### src/hdl/pil_pkg.sv
// Package with the shared constants, codes and control structs of the pack index lookup unit.
`default_nettype none
package pil_pkg;

   localparam int MAX_OBJECTS   = 4096;
   localparam int OBJ_AW        = $clog2(MAX_OBJECTS);
   localparam int CNT_W         = OBJ_AW + 1;
   localparam int FAN_ENTRIES   = 256;
   localparam int FAN_AW        = 8;
   localparam int LARGE_ENTRIES = 256;
   localparam int LARGE_AW      = $clog2(LARGE_ENTRIES);

   localparam logic [31:0] LARGE_FLAG = 32'h8000_0000;
   localparam logic [31:0] LARGE_MASK = 32'h7fff_ffff;

   typedef enum logic [2:0] {
      KIND_LOAD_FANOUT = 3'd0,
      KIND_LOAD_ENTRY  = 3'd1,
      KIND_LOAD_LARGE  = 3'd2,
      KIND_LOOKUP      = 3'd3,
      KIND_QUERY       = 3'd4
   } kind_type;

   typedef enum logic [1:0] {
      STATUS_FOUND     = 2'd0,
      STATUS_MISSING   = 2'd1,
      STATUS_LARGE_BAD = 2'd2
   } status_type;

   typedef enum logic [9:0] {
      ST_CLEAR      = 10'b00_0000_0001,
      ST_IDLE       = 10'b00_0000_0010,
      ST_FAN_LO     = 10'b00_0000_0100,
      ST_FAN_HI     = 10'b00_0000_1000,
      ST_FAN_DONE   = 10'b00_0001_0000,
      ST_SEARCH     = 10'b00_0010_0000,
      ST_COMPARE    = 10'b00_0100_0000,
      ST_OBJ_RD     = 10'b00_1000_0000,
      ST_OBJ_WAIT   = 10'b01_0000_0000,
      ST_FINISH     = 10'b10_0000_0000
   } state_type;

   typedef struct packed {
      logic clear_wr;
      logic load_wr;
      logic capture;
      logic fan_rd;
      logic fan_sel_hi;
      logic set_lo;
      logic set_hi;
      logic key_rd;
      logic lo_up;
      logic hi_down;
      logic obj_rd;
      logic large_rd;
      logic set_missing;
      logic rsp_load;
   } cmd_type;

   typedef struct packed {
      logic clear_done;
      logic range_ok;
      logic key_eq;
      logic key_lt;
      logic out_free;
   } stat_type;

endpackage
`default_nettype wire

### src/hdl/pil_ctrl.sv
// Controller FSM sequencing clearing, loads, fanout reads, the binary search and object reads.
`default_nettype none
module pil_ctrl (
   input  wire logic              clock,
   input  wire logic              reset,
   input  wire logic              req_valid,
   input  wire logic [2:0]        req_kind,
   output logic                   req_ready,
   input  pil_pkg::stat_type      stat,
   output pil_pkg::cmd_type       cmd
);

   pil_pkg::state_type state_ff, state_in;
   logic accept;

   assign req_ready = (state_ff == pil_pkg::ST_IDLE);
   assign accept    = req_valid && req_ready;

   always_comb begin
      state_in = state_ff;
      cmd      = '0;
      case (state_ff)
         pil_pkg::ST_CLEAR: begin
            cmd.clear_wr = 1'b1;
            if (stat.clear_done) begin
               state_in = pil_pkg::ST_IDLE;
            end
         end
         pil_pkg::ST_IDLE: begin
            if (accept) begin
               cmd.capture = 1'b1;
               case (req_kind)
                  pil_pkg::KIND_LOAD_FANOUT,
                  pil_pkg::KIND_LOAD_ENTRY,
                  pil_pkg::KIND_LOAD_LARGE: cmd.load_wr = 1'b1;
                  pil_pkg::KIND_LOOKUP:     state_in = pil_pkg::ST_FAN_LO;
                  pil_pkg::KIND_QUERY:      state_in = pil_pkg::ST_OBJ_RD;
                  default:                  state_in = pil_pkg::ST_IDLE;
               endcase
            end
         end
         pil_pkg::ST_FAN_LO: begin
            cmd.fan_rd = 1'b1;
            state_in   = pil_pkg::ST_FAN_HI;
         end
         pil_pkg::ST_FAN_HI: begin
            cmd.fan_rd     = 1'b1;
            cmd.fan_sel_hi = 1'b1;
            cmd.set_lo     = 1'b1;
            state_in       = pil_pkg::ST_FAN_DONE;
         end
         pil_pkg::ST_FAN_DONE: begin
            cmd.set_hi = 1'b1;
            state_in   = pil_pkg::ST_SEARCH;
         end
         pil_pkg::ST_SEARCH: begin
            if (stat.range_ok) begin
               cmd.key_rd = 1'b1;
               state_in   = pil_pkg::ST_COMPARE;
            end else begin
               cmd.set_missing = 1'b1;
               state_in        = pil_pkg::ST_FINISH;
            end
         end
         pil_pkg::ST_COMPARE: begin
            if (stat.key_eq) begin
               state_in = pil_pkg::ST_OBJ_RD;
            end else if (stat.key_lt) begin
               cmd.lo_up = 1'b1;
               state_in  = pil_pkg::ST_SEARCH;
            end else begin
               cmd.hi_down = 1'b1;
               state_in    = pil_pkg::ST_SEARCH;
            end
         end
         pil_pkg::ST_OBJ_RD: begin
            cmd.obj_rd = 1'b1;
            state_in   = pil_pkg::ST_OBJ_WAIT;
         end
         pil_pkg::ST_OBJ_WAIT: begin
            cmd.large_rd = 1'b1;
            state_in     = pil_pkg::ST_FINISH;
         end
         pil_pkg::ST_FINISH: begin
            if (stat.out_free) begin
               cmd.rsp_load = 1'b1;
               state_in     = pil_pkg::ST_IDLE;
            end
         end
         default: begin
            state_in = pil_pkg::ST_IDLE;
         end
      endcase
   end

   always_ff @(posedge clock) begin
      if (reset) begin
         state_ff <= pil_pkg::ST_CLEAR;
      end else begin
         state_ff <= state_in;
      end
   end

`ifndef NO_ASSERTIONS
   a_rsp_load_free: assert property (@(posedge clock) disable iff (reset)
      cmd.rsp_load |-> stat.out_free)
      else $error("response loaded while output register is occupied");
   a_probe_in_range: assert property (@(posedge clock) disable iff (reset)
      cmd.key_rd |-> stat.range_ok)
      else $error("key probe issued on an empty search range");
   a_no_accept_clear: assert property (@(posedge clock)
      (state_ff == pil_pkg::ST_CLEAR) |-> !req_ready)
      else $error("transaction accepted during clearing pass");
   a_compare_follows_probe: assert property (@(posedge clock) disable iff (reset)
      cmd.key_rd |=> (state_ff == pil_pkg::ST_COMPARE))
      else $error("key probe not followed by compare");
`endif

endmodule
`default_nettype wire

### config.mk
export PLATFORM = sky130hd
export DESIGN_NAME = pil_ctrl
export DESIGN_NICKNAME = d
export VERILOG_FILES = /design/src/hdl/pil_pkg.sv /design/src/hdl/pil_ctrl.sv
export SDC_FILE = /design/constraint.sdc
export NUM_CORES = 1
export LEC_CHECK = 0
export BUFFER_PORTS_ARGS = -buffer_cell sky130_fd_sc_hd__clkbuf_2
export CAP_MARGIN = 20
export CORE_UTILIZATION = 40
export DETAILED_ROUTE_END_ITERATION = 7
export GPL_TIMING_DRIVEN = 1
export PLACE_DENSITY = 0.73
export SETUP_SLACK_MARGIN = 0.3
export SYNTH_ARGS = -nofsm -noshare
export SYNTH_HDL_FRONTEND = slang
export SYNTH_SLANG_ARGS = --single-unit
export TNS_END_PERCENT = 20
### constraint.sdc
create_clock -name clock -period 2 [get_ports clock]
set_input_delay 0.2 -clock clock [delete_from_list [all_inputs] [get_ports clock]]
set_output_delay 0.2 -clock clock [all_outputs]
set_load 0.005 [all_outputs]
### After elaboration in Yosys (flattened, before gate mapping)

Cells that the tools add are included.

| operators by class | value |
|---|---|
| $add $sub $neg | 0 |
| multiply operators | 0 |
| divide/modulo/power cells | 0 |
| magnitude comparators | 0 |
| equality and inequality tests | 18 |
| shift-type cells | 0 |
| multiplexer cells | 26 |
| bitwise gates (word level) | 0 |
| reduce and logical (&&, ||, !) cells | 5 |

Operators with widths:

| operator | number |
|---|---|
| $pmux W10 S10 | 1 |
| $mux W10 | 4 |
| $pmux W10 S3 | 1 |
| $mux W1 | 14 |
| $eq A10 B1 Y1 const B | 1 |
| $eq A10 B10 Y1 const B | 1 |
| $eq A10 B2 Y1 const B | 1 |
| $eq A10 B3 Y1 const B | 1 |
| $eq A10 B4 Y1 const B | 1 |
| $eq A10 B5 Y1 const B | 1 |
| $eq A10 B6 Y1 const B | 1 |
| $eq A10 B7 Y1 const B | 1 |
| $eq A10 B8 Y1 const B | 1 |
| $eq A10 B9 Y1 const B | 1 |
| $mux W2 | 5 |
| $mux W8 | 1 |
| $eq A3 B2 Y1 const B | 2 |
| $ne A2 B2 Y1 const B | 3 |
| $reduce_and A4 Y1 | 1 |
| $eq A3 B1 Y1 const B | 1 |
| $eq A3 B3 Y1 const B | 1 |
| $logic_not A3 Y1 | 1 |
| $reduce_or A3 Y1 | 1 |
| $ne A2 B1 Y1 const B | 1 |
| other kinds (2) | 2 |

| storage, ports and cells | value |
|---|---|
| register bits | 10 |
| latch bits | 0 |
| bits in writable memories | 0 |
| ROM bits | 0 |
| input bits | 11 |
| output and inout bits | 15 |
| logic and storage cells | 50 |
| memories | 0 |

### Longest topological paths before layout

Gate-level depths: netlist (run 1).

| logic depth | value |
|---|---|
| depth after elaboration | 5 |
| depth in mapped cells | 5 |
| mapped depth without buffers | 4 |

### Worst setup path before layout (run 1)

No wires, ideal clock.

| timing path | value |
|---|---|
| path kind | flip-flop to output port |
| from | register state_ff[4] |
| to | output cmd[4] (netlist name) |
| data arrival time | 1.619 ns |
| path slack | 0.181 ns |
| cell stages (with the launch flop) | 6 |
| cell sequence | dfxtp_1 or3_4 or2_1 clkbuf_1 or3_4 nor2_1 |

RTL lines:

| what | line | text |
|---|---|---|
| start, declared | pil_ctrl.sv:13 | `pil_pkg::state_type state_ff, state_in;` |
| start signal, assigned | pil_ctrl.sv:98 | `state_ff <= pil_pkg::ST_CLEAR;` |
| start signal, assigned | pil_ctrl.sv:100 | `state_ff <= state_in;` |
| end, declared | pil_ctrl.sv:10 | `output pil_pkg::cmd_type cmd` |

==> metrics.md, run 1 <==
| Metric | Value |
|---|---|
| Total Wirelength | 2006 um |
| Antenna violations before repair | 0 |
| Grt total ovfl | 0 |
| Run status | finished with violations |
| Hold_ws | roughly 0.14 ns |
| Nature of the critical path endpoint | primary output |
| Final Skew | around 0.0060 ns |
| Cts bufs inserted | 3 |
| Finished Core Util | 0.6509 |
| Top reg by flops | state_ff |
| CP Data Required Time | about 1.8 ns |
| Total track usage | 0.2198 |
| # H-tree levels | 1 |
| Drc violations | 2 |
| RSZ-0062 raised after global routing | true |
| Max incr delay on CP | just under 0.6 ns |
| First drt pass iteration count | 6 |
| Regs by FF count | state_ff x10 |
| Number of cell rows | 14 |
| Final setup viols | 7 |
| CORE AREA | between 1500 and 2000 um2 |
| Synthesized cell area | around 700 um2 |
| Crit share post-route | 1.053 |
| P_leak | 0.5013 nW |
| Final setup margin | -0.1060 ns |
| Number of diodes | 0 |
| Post-synth EDFFs | 0 |
| Type of the tightest min-delay check | in -> reg |
| Final hold vios | 0 |
| Clk pin slew, worst setup/hold paths | about 0.070 ns |
| Min Tclk post-route | around 2.1 ns |
| TritonCTS clock tree | done |
| Setup WS pre-CTS | roughly 0.17 ns |
| Mean Syn Cell Area | between 7 and 8 um2 |
| Die X | 43.71 um |
| CP Class | reg -> out |
| Crit path DAT | roughly 1.9 ns |
| Initial DRC Count | 36 |
| Via/cell ratio | 5.750 |
| Relative slew slack | 0.7938 |
| PD cells | between 400 and 500 nW/um2 |
| Distinct cells, synth | 37 |
| First-pass GRT wire length | roughly 3100 um |
| Post-synth top flop | dfxtp_1 |
| Synthesized Nets | 99 |
| CP Buf/Inv Count | 1 |
| Pin count of the biggest net entering global routing | 8 |
| CP Launch Type | register |
| Area grow syn2layout | 45.86% |
| Worst-Skew Late Latency | 0.27 ns |
| Post-synth ARST share | 0 |
| Worst path top cell family by delay | simple AND/OR/NAND/NOR gates |
| Placer congestion estimate | roughly 0.75 |
| Antenna viol nets, final | 0 |
| Final HPWL from detailed placement | around 1300 um |
| Net count, final | between 100 and 150 |
| Max FFs per register | 10 |
| Maximum clock frequency | between 400 and 500 MHz |
| Clk root buf | clkbuf_4 |
| Clock sinks | 10 |
| Pins Over Slew Limit | 0 |
| Vias in the first global route | 786 |
| Clock Path Buffers | 2 |
| Top Ports | 26 |
| Layout cell share with drive strength beyond 1 | 0.5156 |
| FF-to-FF setup slack | between 0.15 and 0.2 ns |
| Cells along the critical path | or4_4 -> or3_4 -> nor3_4 -> buf_2 |
| Flip-flop and latch count after synthesis | 10 |
| Initial Util | 0.4462 |
| Crit Path Max Fanout | 4 |
| Slowest CP cell | or4_4 |
| Synth warn | 0 |
| Fill count | between 100 and 150 |
| CTS Hold Buffers Added | 0 |
| Max-capacitance violation count | 0 |
| Max VDD drop | approximately 0.34 mV |
| Sum Neg Setup Slack | -0.4192 ns |
| Post-synthesis sequential area ratio | 0.2878 |
| WL per Instance | roughly 14 um |
| Chip Height | approximately 44 um |
| Die area | around 1900 um2 |
| Synth Instances | 88 |
| Non-filler cells, final | approximately 140 |
| Vias | just over 800 |
| Placed Instances | 130 |
| Failing checks | DRC, setup timing |
| I/O Buffers | 25 |
| Slew @ Worst Pin | 0.3067 ns |
[cell type report]
type                       count  area, um2  area share
tap                           16      20.02     0.01973
inverter                       8      30.03     0.02959
sequential                    10      210.2      0.2072
timing repair buffer          38      230.2      0.2269
multi-input combinational     68      488.0      0.4809
clock buffer                   4      36.28     0.03576
[worst paths after layout]
check	start	end	cells after the start
setup / recovery	state_ff[3]$_SDFFE_PP0P_	cmd[6]	4
setup reg to reg	state_ff[3]$_SDFFE_PP0P_	state_ff[9]$_SDFFE_PP0P_	4
hold reg to reg	state_ff[3]$_SDFFE_PP0P_	state_ff[3]$_SDFFE_PP0P_	3
hold / removal	reset	state_ff[9]$_SDFFE_PP0P_	2
[power by group]
part           switching (mW)  internal, mW  leakage, nW  total (mW)
Combinational          0.0459        0.0444        0.396      0.0903
Clock                  0.0730         0.111       0.0210       0.184
Sequential            0.00249         0.202       0.0843       0.204
[repair_timing]
| action | CTS | global route |
|---|---|---|
| setup buffers | 9 | 1 |
| pin swaps | 12 | 7 |
| resized for setup | 13 | 8 |
| endpoints found under the setup margin | 19 | 25 |
[cells by family (layout without fill, tap and decap cells)]
group | Yosys count | count (layout) | share of synthesized area
AO/OA/AOI/OAI | 15 | 15 | 0.1601
AND/OR/NAND/NOR | 51 | 51 | 0.4676
buffers and inverters | 10 | 50 | 0.05935
XOR/XNOR | 2 | 2 | 0.02518
flip-flops | 10 | 10 | 0.2878
[synth_stat cells, types with 2 or more instances]
| library cell | n | area share |
|---|---|---|
| o21ai_0 | 2 | 0.014 |
| inv_1 | 8 | 0.043 |
| a211oi_1 | 2 | 0.022 |
| xor2_1 | 2 | 0.025 |
| a21o_1 | 2 | 0.022 |
| nor4_1 | 2 | 0.018 |
| dfxtp_1 | 10 | 0.29 |
| nor3b_1 | 2 | 0.022 |
| and3b_1 | 2 | 0.025 |
| nor3_1 | 7 | 0.050 |
| nor2b_1 | 2 | 0.018 |
| or3_4 | 4 | 0.065 |
| and3_1 | 2 | 0.018 |
| nand2_1 | 5 | 0.027 |
| nand2b_1 | 4 | 0.036 |
| nor2_1 | 11 | 0.059 |
[layer usage]
| layer | GRT usage | vias up | wire length, um |
|---|---|---|---|
| met1 | 0.2282 | 375 | 788 |
| met3 | 0.05833 | 7 | 175 |
| met2 | 0.3701 | 52 | 981 |
| li1 | - | 394 | - |
| met5 | 0 | - | 0 |
| met4 | 0.1750 | 0 | 60 |
[through the flow]
step	total power [mW]	cell area, um2
finish	0.4782	1015
global route	0.4937	1015
CTS	0.4744	999.7
detailed placement	0.2793	857.1
global placement	0.2785	857.1
floorplan	0.2526	701.9
[cell usage in the layout, fill, tap and decap left out, types with 4 or more instances in the layout]
cell type	synthesis	layout
buf_2	0	4
buf_4	1	11
clkbuf_2	0	21
dfxtp_1	10	4
dfxtp_2	0	5
inv_1	8	8
nand2_1	5	5
nand2b_1	4	4
nor2_1	11	8
nor3_1	7	5
or3_4	4	5
Power figures use the tool's default switching activity.
==> run 2: changes to the inputs <==
--- a/constraint.sdc
+++ b/constraint.sdc
@@ -3,2 +3,2 @@
 set_output_delay 0.2 -clock clock [all_outputs]
-set_load 0.005 [all_outputs]
+set_load 0.05 [all_outputs]
==> run 2 against run 1 <==
The run still ends with DRC, setup timing left. Critical path depth stayed put. Utilization grew 15 points. Flip-flop and latch count unchanged. Clock power increased by 4%. First-iteration DRC count shrank 42%. Combinational power is 40% higher. Total power is 9.5% higher. Critical endpoint unchanged.
==> metrics.md, run 2 (synthesis results as in run 1) <==
| Metric | Value |
|---|---|
| Number of cell rows | 14 (unchanged) |
| # H-tree levels | 1 (unchanged) |
| First drt pass iteration count | 8 (+2) |
| Reg2Reg Depth | 5 (+1) |
| Antenna violations before repair | 0 (unchanged) |
| Cells along the critical path | or4_4 -> or3_4 -> nor3_4 -> buf_8 |
| Die X | 43.71 um (unchanged) |
| TritonCTS clock tree | done |
| Number of diodes | 0 (unchanged) |
| Top Ports | 26 (unchanged) |
| CP Buf/Inv Count | 1 (unchanged) |
| Sequential share of power | 0.392 (-0.035) |
| Maximum clock frequency | 451.5 MHz (-4.9%) |
| Final setup viols | 13 (+6) |
| Initial DRC Count | 21 (-42%) |
| Clock sinks | 10 (unchanged) |
| Type of the tightest min-delay check | in -> reg |
| Fill count | 92 (-34%) |
| WL per Instance | 14.59 um (+4.8%) |
| RSZ-0062 raised after global routing | true |
| Chip Height | 43.71 um (unchanged) |
| Area grow syn2layout | 80.04% |
| Pin count of the biggest net entering global routing | 8 (unchanged) |
| Max VDD drop | 0.4602 mV (+35%) |
| CP Class | reg -> out |
| Die area | 1910 um2 (unchanged) |
| Vias in the first global route | 755 (-3.9%) |
| Internal power | 0.3689 mW (+3.4%) |
| Combinational share of power | 0.240 (+0.051) |
| Max-capacitance violation count | 0 (unchanged) |
| Crit share post-route | 1.108 (+0.05450) |
| Via/cell ratio | 5.483 (-4.6%) |
| Clock Path Buffers | 2 (unchanged) |
| CTS Hold Buffers Added | 0 (unchanged) |
| Worst path depth | 4 (unchanged) |
| Hold depth | 2 (unchanged) |
| Net count, final | 141 (+0.71%) |
| Total Wirelength | 2116 um (+5.5%) |
| Max incr delay on CP | 0.56 ns (-0.02 ns) |
| Switch Pwr | 0.1545 mW (+27%) |
| Min Tclk post-route | 2.215 ns (+0.1090 ns) |
| CP Data Required Time | 1.80 ns (about the same) |
| Clk root buf | clkbuf_4 |
| Regs by FF count | state_ff x10 |
| Vias | 795 (-4.0%) |
| Clock share of power | 0.367 (-0.017) |
| CP Launch Type | register |
| Clk pin slew, worst setup/hold paths | 0.06 ns (about the same) |
| Worst-Skew Late Latency | 0.28 ns (about the same) |
| Worst path top cell family by delay | simple AND/OR/NAND/NOR gates |
| Worst Hold Launch | reset |
| Final setup margin | -0.2150 ns (-0.1090 ns) |
| Placer congestion estimate | 0.7514 (-0.33%) |
| Crit path DAT | 2.02 ns (+0.11 ns) |
| Slew @ Worst Pin | 0.3099 ns (+0.003163 ns) |
| Relative slew slack | 0.7930 (-0.0008070) |
| Failing checks | DRC, setup timing |
| PD cells | 417.9 nW/um2 (-11%) |
| Antenna viol nets, final | 0 (unchanged) |
| Grt total ovfl | 0 (unchanged) |
| Slowest CP cell | or4_4 |
| P_leak | 0.5458 nW (+8.9%) |
| Initial Util | 0.4462 (unchanged) |
| Critical Path Start | state_ff[6]$_SDFFE_PP0P_ |
| Max FFs per register | 10 (unchanged) |
| Final HPWL from detailed placement | 1460 um (+12%) |
| Hold_ws | 0.1225 ns (-0.01982 ns) |
| Final Skew | 0.007921 ns (+0.001876 ns) |
| First-pass GRT wire length | 3270 um (+6.8%) |
| Layout cell share with drive strength beyond 1 | 0.5736 (+0.05802) |
| Switching Fraction | 0.2952 (+0.04115) |
| Finished Core Util | 0.8034 (+0.1525) |
| Total track usage | 0.2336 (+0.01379) |
| I/O Buffers | 25 (unchanged) |
| RR Startpoint | state_ff[6]$_SDFFE_PP0P_ |
| Drc violations | 1 (-1) |
| Commonest non-fill, non-tap cell in the layout | buf_4 |
| Pins Over Slew Limit | 0 (unchanged) |
| Top reg by flops | state_ff |
| Commonest non-fill, non-tap cells in the layout | 12 x buf_4, 10 x clkbuf_2, 8 x buf_8 |
| Run status | finished with violations |
| Nature of the critical path endpoint | primary output |
| Final hold vios | 0 (unchanged) |
| Cts bufs inserted | 3 (unchanged) |
| CORE AREA | 1559 um2 (unchanged) |
| Crit Path Max Fanout | 5 (+1) |
==> run 2: changes by cell type in the layout (fill, tap and decap cells not counted), moves of 4 or more <==
cell | previous run | this run
clkbuf_8 | 1 | 6
buf_2 | 4 | 0
buf_8 | 0 | 8
clkbuf_2 | 21 | 10
nor2_4 | 0 | 4
==> run 2: per-layer routing <==
metal / global-route usage / vias up / share of wire
li1: - / 396 / -
met1: 0.2718 / 362 / 0.41
met4: 0.09375 / 0 / 0.014
met3: 0.04583 / 3 / 0.055
met5: 0 / - / 0
met2: 0.4149 / 34 / 0.52
==> run 2: per-stage QoR <==
stage	instances	TNS [ns]	total power [mW]	cell area [um2]	setup WS [ns]
6_report	145	-1.350	0.5234	1252	-0.2150
5_1_grt	145	-2.029	0.5413	1252	-0.2599
4_1_cts	141	-1.381	0.5216	1187	-0.2112
3_5_place_dp	136	0	0.3068	945.9	0.003520
3_3_place_gp	136	0	0.3048	945.9	0.05901
2_1_floorplan	88	-2.376	0.2728	744.5	-0.2964
==> run 2: power by group through the flow <==
stage / Combinational [mW] / Sequential (mW) / Clock [mW]
3_5_place_dp: 0.0976 / 0.209 / 0
6_report: 0.126 / 0.205 / 0.192
3_3_place_gp: 0.0957 / 0.209 / 0
5_1_grt: 0.134 / 0.205 / 0.202
4_1_cts: 0.118 / 0.205 / 0.199
2_1_floorplan: 0.0629 / 0.210 / 0
==> run 2: layout make-up <==
cell class | instances | area [um2] | area share
multi-input cells | 68 | 553.0 | 0.4416
repair buffers | 39 | 401.6 | 0.3207
flip-flops and latches | 10 | 207.7 | 0.1658
clock buffers | 4 | 36.28 | 0.02897
inverters | 8 | 33.78 | 0.02697
well taps | 16 | 20.02 | 0.01598
==> run 2: repair_timing <==
item,CTS,global route
endpoints found under the setup margin,18,22
pin swaps,7,13
buffers inserted,1,4
gates resized for setup,42,17
==> run 2: final timing paths <==
| kind | end | slack (ns) |
|---|---|---|
| hold / removal | state_ff[9]$_SDFFE_PP0P_ | 0.12 |
| setup / recovery | cmd[6] | -0.22 |
| hold reg to reg | state_ff[3]$_SDFFE_PP0P_ | 0.58 |
| setup reg to reg | state_ff[6]$_SDFFE_PP0P_ | 0.08 |
